## config.mk

```make
export PLATFORM = sky130hd
export DESIGN_NAME = key_debounce_long_press
export DESIGN_NICKNAME = d
export VERILOG_FILES = /design/src/hw/rtl/kdlp_pkg.sv /design/src/hw/rtl/kdlp_core.sv /design/src/hw/rtl/key_debounce_long_press.sv
export SDC_FILE = /design/constraint.sdc
export NUM_CORES = 1
export LEC_CHECK = 0
export CAP_MARGIN = 0
export CORE_MARGIN = 8
export CORE_UTILIZATION = 30
export CTS_CLUSTER_SIZE = 14
export DETAILED_ROUTE_END_ITERATION = 6
export DONT_BUFFER_PORTS = 1
export PLACE_DENSITY = 0.47
export REMOVE_ABC_BUFFERS = 1
export SETUP_SLACK_MARGIN = 0.05
export SLEW_MARGIN = 5
export SYNTH_ARGS = -nofsm -noshare
export SYNTH_HDL_FRONTEND = slang
export SYNTH_SLANG_ARGS = --single-unit
```

## constraint.sdc

```tcl
create_clock -name i_clk -period 37.5 [get_ports i_clk]
set_input_delay 7.5 -clock i_clk [delete_from_list [all_inputs] [get_ports i_clk]]
set_output_delay 7.5 -clock i_clk [all_outputs]
set_load 0.01 [all_outputs]
```

## src/hw/rtl/kdlp_pkg.sv

```systemverilog
// Package with shared types and constants for the key debounce / long press block
package kdlp_pkg;

    localparam int unsigned TimeW   = 32;
    localparam int unsigned CfgW    = 16;
    localparam int unsigned CfgIdxW = 1;

    localparam logic [CfgW-1:0] DebounceReset  = 16'd20;
    localparam logic [CfgW-1:0] LongPressReset = 16'd600;

    typedef enum logic [CfgIdxW-1:0] {
        REG_DEBOUNCE_TIME   = 1'b0,
        REG_LONG_PRESS_TIME = 1'b1
    } t_cfg_reg;

    typedef enum logic [1:0] {
        EV_NONE         = 2'd0,
        EV_SHORT_PRESS  = 2'd1,
        EV_LONG_START   = 2'd2,
        EV_LONG_RELEASE = 2'd3
    } t_key_event;

    typedef struct packed {
        t_key_event key_event;
        logic       stable_pressed;
    } t_result;

endpackage

```

## src/hw/rtl/kdlp_core.sv

```systemverilog
// Debounce and press classification state with single-pass next-state logic
module kdlp_core (
    input  logic                               i_clk,
    input  logic                               i_rst_n,
    input  logic                               i_cfg_we,
    input  logic [kdlp_pkg::CfgIdxW-1:0]       i_cfg_idx,
    input  logic [kdlp_pkg::CfgW-1:0]          i_cfg_data,
    input  logic                               i_fire,
    input  logic                               i_raw_pressed,
    input  logic [kdlp_pkg::TimeW-1:0]         i_now_ms,
    output kdlp_pkg::t_result                  o_result
);

    logic [kdlp_pkg::CfgW-1:0]     r_debounce_time;
    logic [kdlp_pkg::CfgW-1:0]     r_long_press_time;
    logic                          r_last_raw;
    logic                          r_stable;
    logic [kdlp_pkg::TimeW-1:0]    r_change_time;
    logic [kdlp_pkg::TimeW-1:0]    r_press_time;
    logic                          r_long_mode;

    logic                          n_last_raw;
    logic                          n_stable;
    logic [kdlp_pkg::TimeW-1:0]    n_change_time;
    logic [kdlp_pkg::TimeW-1:0]    n_press_time;
    logic                          n_long_mode;
    logic [kdlp_pkg::TimeW-1:0]    held_ms;
    logic [kdlp_pkg::TimeW-1:0]    pressed_ms;
    kdlp_pkg::t_key_event          event_code;

    // Hold configuration registers; ignore indexes outside the list
    always_ff @(posedge i_clk) begin
        if (!i_rst_n) begin
            r_debounce_time   <= kdlp_pkg::DebounceReset;
            r_long_press_time <= kdlp_pkg::LongPressReset;
        end else if (i_cfg_we) begin
            unique case (kdlp_pkg::t_cfg_reg'(i_cfg_idx))
                kdlp_pkg::REG_DEBOUNCE_TIME:   r_debounce_time   <= i_cfg_data;
                kdlp_pkg::REG_LONG_PRESS_TIME: r_long_press_time <= i_cfg_data;
                default: ;
            endcase
        end
    end

    // Restart the debounce timer on a raw change, then promote a held level
    always_comb begin
        n_last_raw    = i_raw_pressed;
        n_change_time = (i_raw_pressed != r_last_raw) ? i_now_ms : r_change_time;
        n_stable      = r_stable;
        n_press_time  = r_press_time;
        n_long_mode   = r_long_mode;
        event_code    = kdlp_pkg::EV_NONE;
        held_ms       = i_now_ms - n_change_time;

        if ((i_raw_pressed != r_stable) && (held_ms >= {16'd0, r_debounce_time})) begin
            n_stable = i_raw_pressed;
            if (i_raw_pressed) begin
                n_press_time = i_now_ms;
                n_long_mode  = 1'b0;
            end else begin
                event_code = r_long_mode ? kdlp_pkg::EV_LONG_RELEASE
                                         : kdlp_pkg::EV_SHORT_PRESS;
            end
        end

        // Report long-start once the threshold passes while pressed
        pressed_ms = i_now_ms - n_press_time;
        if (n_stable && !n_long_mode && (pressed_ms >= {16'd0, r_long_press_time})) begin
            n_long_mode = 1'b1;
            event_code  = kdlp_pkg::EV_LONG_START;
        end
    end

    // Advance state on each accepted transaction
    always_ff @(posedge i_clk) begin
        if (!i_rst_n) begin
            r_last_raw    <= 1'b0;
            r_stable      <= 1'b0;
            r_change_time <= '0;
            r_press_time  <= '0;
            r_long_mode   <= 1'b0;
        end else if (i_fire) begin
            r_last_raw    <= n_last_raw;
            r_stable      <= n_stable;
            r_change_time <= n_change_time;
            r_press_time  <= n_press_time;
            r_long_mode   <= n_long_mode;
        end
    end

    assign o_result.key_event      = event_code;
    assign o_result.stable_pressed = n_stable;

endmodule

```

## src/hw/rtl/key_debounce_long_press.sv

```systemverilog
// Top level: polled key debouncer with short / long press events
// An accepted result loads the output register, or the skid register on a stall.
// Throughput: one transaction per cycle while o_stall is low; the state update is
// a single pass through two 32-bit subtract-and-compare paths.
// A skid register stalls the input only when both output slots are full.
// Reset (synchronous, active low) restores register defaults and a released key at time 0.
module key_debounce_long_press (
    input  logic                          i_clk,
    input  logic                          i_rst_n,
    input  logic                          i_cfg_we,
    input  logic [kdlp_pkg::CfgIdxW-1:0]  i_cfg_idx,
    input  logic [kdlp_pkg::CfgW-1:0]     i_cfg_data,
    input  logic                          i_valid,
    output logic                          o_stall,
    input  logic                          i_raw_pressed,
    input  logic [kdlp_pkg::TimeW-1:0]    i_now_ms,
    output logic                          o_valid,
    input  logic                          i_stall,
    output logic [1:0]                    o_key_event,
    output logic                          o_stable_pressed
);

    kdlp_pkg::t_result r_out;
    kdlp_pkg::t_result r_skid;
    kdlp_pkg::t_result result;
    logic              r_out_valid;
    logic              r_skid_valid;
    logic              in_fire;
    logic              out_free;

    assign in_fire  = i_valid && !r_skid_valid;
    assign out_free = !r_out_valid || !i_stall;

    kdlp_core u_core (
        .i_clk         (i_clk),
        .i_rst_n       (i_rst_n),
        .i_cfg_we      (i_cfg_we),
        .i_cfg_idx     (i_cfg_idx),
        .i_cfg_data    (i_cfg_data),
        .i_fire        (in_fire),
        .i_raw_pressed (i_raw_pressed),
        .i_now_ms      (i_now_ms),
        .o_result      (result)
    );

    // Track occupancy of the output and skid slots
    always_ff @(posedge i_clk) begin
        if (!i_rst_n) begin
            r_out_valid  <= 1'b0;
            r_skid_valid <= 1'b0;
        end else if (out_free) begin
            if (r_skid_valid) begin
                r_out_valid  <= 1'b1;
                r_skid_valid <= 1'b0;
            end else begin
                r_out_valid  <= in_fire;
            end
        end else if (in_fire) begin
            r_skid_valid <= 1'b1;
        end
    end

    // Load result payloads; drain skid first to keep order
    always_ff @(posedge i_clk) begin
        if (out_free) begin
            if (r_skid_valid) begin
                r_out <= r_skid;
            end else if (in_fire) begin
                r_out <= result;
            end
        end else if (in_fire) begin
            r_skid <= result;
        end
    end

    assign o_stall          = r_skid_valid;
    assign o_valid          = r_out_valid;
    assign o_key_event      = r_out.key_event;
    assign o_stable_pressed = r_out.stable_pressed;

endmodule

```

==> flow_summary.toml, run 1 <==
[clock_tree]
h-tree-depth = 3
clockRootBuffer = "clkbuf_16"
hold_buffers = 0
post_cts_resized = 0
cts_tree = "done"
clkTransAtPathRegs_ns = 0.08
clock_latency_ns = 0.37
cts_setup_buffers = 0
cts_buffer_depth = 2
cts.sink_count = 107
cts_made_buffers = 9

[floorplan]
start_util = 0.305
die_area_um2 = 38200
io_pins = 60
core_um2 = 31600
rows = 65
fp.dieH_um = 195
die_x_um = 195

[detailed_routing]
first_pass_iters = 7
wl_per_cell_um = 18.2
drt_drc_violations_left = 0
dr.first_iter.drc_count = 539
drtAntennaViolNets = 0
vias = 8914
viasPerCell = 5.48
wirelength_mm = 29.7

[sta]
hold_violations = 0
setup_viol = 0
drv_slew = 0
min_period_ns = 17.34
final.period_utilization = 0.462
tightestPinTransition_ns = 1.24
rsz0062_at_grt = "false"
clock_skew_ns = 0.0130
fmax_mhz = 57.7
slew_headroom = 0.170
setup_tns_ns = 0

[global_route]
use_met2 = 0.251
grt_pass1_vias = 8491
grt_max_degree = 103
grt_overflow = 0
grt_use_met3 = 0.0215
grt_usage = 0.154
grt_first_pass_wirelength_mm = 47.4
busiest_layer = "met2"
use_met1 = 0.206
grt_antenna_before_repair = 0

[yosys]
netlist_instances = 1266
ys_seq_area_frac = 0.228
synth_edf_count = 6
yosysWarnings = 0
avgSynthCellArea_um2 = 7.63
syn-cell-area_um2 = 9660
synth.distinct_cells = 83
async_reset_ff_frac = 0
synth_flop_cell = "dfxtp_1"
synth-seq-cells = 107

[critical_path]
cp.required_ns = 37.63
cp-end-kind = "flop"
worstSetupPathType = "in2reg"
cp_slowest_stage_delay_ns = 0.49
cpMostUsedCell = "a21oi_1"
crit_fanout = 39
slowest_stage = "mux2i_2"
worstPathArrival_ns = 17.47
crit_path_start_kind = "input pin"
r2r_start = "u_core.r_last_raw"
crit_path_start = "i_raw_pressed"
rrSetupSlack_ns = 26.72

[min_path]
hold_start = "u_core.r_debounce_time[6]"
hp-class = "reg2reg"

[power_and_ir_drop]
cellPowerDensity_nw_per_um2 = 37.6
combPwrFrac = 0.414
ir_worst_vdd_mv = 0.0221
pwr-share-seq = 0.325
power_uw = 387
leakagePower_nw = 4.29
net-switching-power_uw = 147
switching_share = 0.379
intPower_uw = 240
pwr-share-clk = 0.261

[finish]
final_common_cell = "nand2_1"
nets = 1358
most-common-layout-cells = "nand2_1, dfxtp_1, a21oi_1"
finalNonFillerCells = 1628
fill_cells = 3399
antenna_cells = 0
final_area_um2 = 10300
area_growth_syn_to_layout_pct = 6.45
final_core_util = 0.325
drive_above_1_share = 0.0343

[placement]
io_buffers = 0
place_hpwl_mm = 23.1
place_congestion = 0.876
placed_area_um2 = 9980
dp_cells = 1612

[run]
drv_cap = 0

[run_status]
outcome = "completed"
sequential cells by signal (all words and copies together), names as in the netlist:
name and count:
o_key_event 2, o_stable_pressed 1, o_stall 1, o_valid 1, r_skid 3, u_core.r_change_time 32
u_core.r_debounce_time 16, u_core.r_last_raw 1, u_core.r_long_mode 1, u_core.r_long_press_time 16, u_core.r_press_time 32, u_core.r_stable 1
cell usage after synthesis (7+ instances only):
| cell | number | area [um^2] |
|---|---|---|
| nand2b_1 | 28 | 175 |
| dfxtp_1 | 101 | 2020 |
| xor2_1 | 15 | 131 |
| o21ai_0 | 52 | 260 |
| nor2b_1 | 23 | 144 |
| clkbuf_1 | 50 | 188 |
| xnor2_1 | 31 | 272 |
| mux2i_1 | 53 | 531 |
| a21boi_0 | 69 | 518 |
| nand3_1 | 18 | 90.1 |
| a21o_1 | 38 | 285 |
| a31oi_1 | 14 | 87.6 |
| o211a_1 | 28 | 280 |
| o21a_1 | 9 | 67.6 |
| and3_1 | 18 | 113 |
| a211oi_1 | 14 | 105 |
| o21bai_1 | 10 | 75.1 |
| nor3_1 | 17 | 85.1 |
| inv_1 | 52 | 195 |
| a21oi_1 | 87 | 435 |
| nand4_1 | 11 | 68.8 |
| nor2_1 | 70 | 263 |
| and2_1 | 7 | 43.8 |
| o211ai_1 | 16 | 120 |
| nand2_1 | 227 | 852 |
| ha_1 | 81 | 1010 |
power groups by stage:
stage	clock, mW	sequential, mW	combinational [mW]
after CTS	0.105	0.126	0.160
after global routing	0.108	0.127	0.180
after detailed placement	0	0.128	0.159
final	0.101	0.126	0.160
after floorplan	0	0.127	0.123
after global placement	0	0.128	0.159
per-layer routing:
metal	share of wire	up-vias
li1	-	4484
met1	0.48	4226
met2	0.46	177
met3	0.039	27
met4	0.019	0
met5	0	-
through the flow:
step,hold slack [ns],setup slack (ns)
after global routing,0.483,19.15
after floorplan,0.443,18.60
after detailed placement,0.456,19.77
final,0.462,20.16
after global placement,0.450,20.09
after CTS,0.466,20.16
final cells by class:
cell class / instances / area, um^2 / area share
Multi-Input combinational cell: 1046 / 7050 / 0.685
Sequential cell: 107 / 2200 / 0.214
Tap cell: 402 / 503 / 0.0489
Clock buffer: 11 / 243 / 0.0236
Inverter: 52 / 195 / 0.0190
Clock inverter: 5 / 52.6 / 0.00511
Timing Repair Buffer: 5 / 37.5 / 0.00365
path summary, 6_finish.rpt:
kind / end / cells past startpoint
min: u_core.r_debounce_time[6] / 2
min reg2reg: u_core.r_debounce_time[6] / 2
max reg2reg: r_skid[2] / 52
max: r_skid[2] / 52
cells by family (layout without fill, tap and decap cells):
logic type      after synthesis  after routing  synth area share
compound gates              406            406             0.293
fa+ha+maj                    87             87             0.112
buf+inv                     113             73            0.0463
simple gates                446            446             0.212
flops                       107            107             0.228
xor+xnor                     48             48            0.0451
mux                          59             59            0.0626
critical path: cells and delay by family:
family                     cells  cell delay, ns
buffers and inverters          4            0.86
and+or+nand+nor                8            1.11
adders and majority gates      6            1.37
xor gates and xnor gates       3            0.43
AOI/OAI and AO/OA             29            5.31
muxes                          2            0.85
Power figures use the tool's default switching activity.
==> inputs of run 2 (changes only) <==
--- a/config.mk
+++ b/config.mk
@@ -5,13 +5,14 @@
 export SDC_FILE = /design/constraint.sdc
 export NUM_CORES = 1
 export LEC_CHECK = 0
+export ABC_AREA = 1
 export CAP_MARGIN = 0
 export CORE_MARGIN = 8
 export CORE_UTILIZATION = 30
 export CTS_CLUSTER_SIZE = 14
 export DETAILED_ROUTE_END_ITERATION = 6
 export DONT_BUFFER_PORTS = 1
-export PLACE_DENSITY = 0.47
+export PLACE_DENSITY = 0.48
 export REMOVE_ABC_BUFFERS = 1
 export SETUP_SLACK_MARGIN = 0.05
 export SLEW_MARGIN = 5
==> constraint.sdc (replaced) <==
create_clock -name i_clk -period 15.4 [get_ports i_clk]
set_input_delay 3.08 -clock i_clk [delete_from_list [all_inputs] [get_ports i_clk]]
set_output_delay 3.08 -clock i_clk [all_outputs]
set_load 0.01 [all_outputs]
==> flow_summary.toml, run 2 <==
[run_status]
outcome = "completed"

[global_route]
grt_max_degree = 75
grt_pass1_vias = 9129
grt_overflow = 0
grt_antenna_before_repair = 0
grt_first_pass_wirelength_mm = 50.2
grt_usage = 0.164

[critical_path]
worstSetupPathType = "in2reg"
worstPathArrival_ns = 10.55
crit_fanout = 74
cp-end-kind = "flop"
cp.required_ns = 15.53
cp_slowest_stage_delay_ns = 0.56
crit_path_start_kind = "input pin"
slowest_stage = "nand2_4"
cpMostUsedCell = "nand2_1"
rrSetupSlack_ns = 7.34

[yosys]
synth_common_cells = "nand2_1, inv_1, a21oi_1"
yosysMostFrequentCell = "nand2_1"
syn-cell-area_um2 = 9820
synth-seq-cells = 107
synth.distinct_cells = 46
synth.area.top_cells = "dfxtp_1, nand2_1, ha_1"
async_reset_ff_frac = 0
netlist_instances = 1565
synth_flop_cell = "dfxtp_1"
ys_seq_area_frac = 0.224
synth_edf_count = 6
avgSynthCellArea_um2 = 6.27
yosysWarnings = 0
synth_largest_area_cell = "dfxtp_1"
synth_top_area_share = 0.206

[finish]
largest_registers = "u_core.r_change_time (32), u_core.r_press_time (32)"
nets = 1674
fill_cells = 3681
regArea_um2 = 2200
antenna_cells = 0
final_area_um2 = 10500
final_common_cell = "nand2_1"
area_growth_syn_to_layout_pct = 6.91
most-common-layout-cells = "nand2_1, inv_1, a21oi_1"
multi_input_area_um2 = 6400
drive_above_1_share = 0.0681

[detailed_routing]
dr.first_iter.drc_count = 655
viasPerCell = 4.86
drtAntennaViolNets = 0
drt_drc_violations_left = 0
wirelength_mm = 32.3
first_pass_iters = 5
vias = 9638
wl_per_cell_um = 16.3

[clock_tree]
clockRootBuffer = "clkbuf_16"
cts_setup_buffers = 0
cts_made_buffers = 9
clkTransAtPathRegs_ns = 0.08
cts_tree = "done"
cts.sink_count = 107
hold_buffers = 0
post_cts_resized = 0
h-tree-depth = 3
cts_buffer_depth = 2
clock_latency_ns = 0.37

[sta]
min_period_ns = 10.42
fmax_mhz = 96.0
final.period_utilization = 0.677
clock_skew_ns = 0.00600
setup_viol = 0
slew_headroom = 0.275
drv_slew = 0
rsz0062_at_grt = "false"
setup_tns_ns = 0
tightestPinTransition_ns = 1.08
hold_violations = 0

[placement]
place_hpwl_mm = 26.1
placed_area_um2 = 10200
io_buffers = 0
place_congestion = 0.930

[power_and_ir_drop]
leakagePower_nw = 5.16
cellPowerDensity_nw_per_um2 = 93.6
power_uw = 982
ir_worst_vdd_mv = 0.0501

[min_path]
hp-class = "reg2reg"

[floorplan]
core_um2 = 32400
start_util = 0.303
fp.dieH_um = 197
rows = 66
io_pins = 60
die_area_um2 = 38800
die_x_um = 197

[run]
drv_cap = 0
run 2: changes by cell type in the layout (fill, tap and decap cells not counted), sizes merged, moves of 36 or more:
cell / delta
mux2i: -37
a21boi: -67
a21o: -36
a21oi: +53
o21ai: +88
nand3: +72
nand2: +167
nor2: +62
inv: +220
run 2: final timing paths:
check,cells past startpoint,end,from
max,53,o_key_event[1],i_raw_pressed
min,2,u_core.r_press_time[16],u_core.r_press_time[16]
max reg2reg,53,o_key_event[1],u_core.r_last_raw
min reg2reg,2,u_core.r_press_time[16],u_core.r_press_time[16]
run 2: cells by family (layout without fill, tap and decap cells):
logic type	after synthesis	in the layout	share of synthesized area
AO/OA/AOI/OAI	350	350	0.198
XOR/XNOR	31	31	0.0277
adder cells (fa/ha/maj)	82	82	0.105
buffers and inverters	316	293	0.124
flip-flops	107	107	0.224
multiplexers	17	17	0.0173
AND/OR/NAND/NOR	662	662	0.304
run 2: cell type report:
cell class / count / area share
flip-flops and latches: 107 / 0.210
repair buffers: 4 / 0.00286
multi-input cells: 1142 / 0.610
clock inverters: 7 / 0.00536
well taps: 442 / 0.0527
clock buffers: 9 / 0.0215
inverters: 273 / 0.0976
run 2: layer usage:
| layer | vias up | part of all wire | global-route usage |
|---|---|---|---|
| met5 | - | 0 | 0 |
| met4 | 0 | 0.016 | 0.0418 |
| met3 | 28 | 0.027 | 0.0159 |
| met2 | 136 | 0.47 | 0.285 |
| met1 | 4450 | 0.48 | 0.216 |
| li1 | 5024 | - | - |
run 2: metrics by stage:
stage                     hold slack [ns]  utilization  std cells  setup slack, ns
after global placement              0.441        0.316       1968             4.65
after floorplan                     0.429            -       1522             5.44
after CTS                           0.453        0.324       1984             4.98
after global routing                0.469        0.324       1984             4.13
after detailed placement            0.441        0.316       1968             4.59
final                               0.450        0.324       1984             4.98
run 2: critical path: cells and delay by family:
kind,cells,cell delay (ns)
AOI/OAI and AO/OA,11,1.71
xor gates and xnor gates,2,0.32
adders and majority gates,5,1.53
buffers and inverters,6,0.62
muxes,1,0.29
and+or+nand+nor,28,2.96
run 2: where the power goes:
group,switching [mW],internal (mW),total (mW)
logic,0.281,0.153,0.435
clock network,0.126,0.113,0.239
registers,0.00994,0.299,0.309
total,0.417,0.565,0.982
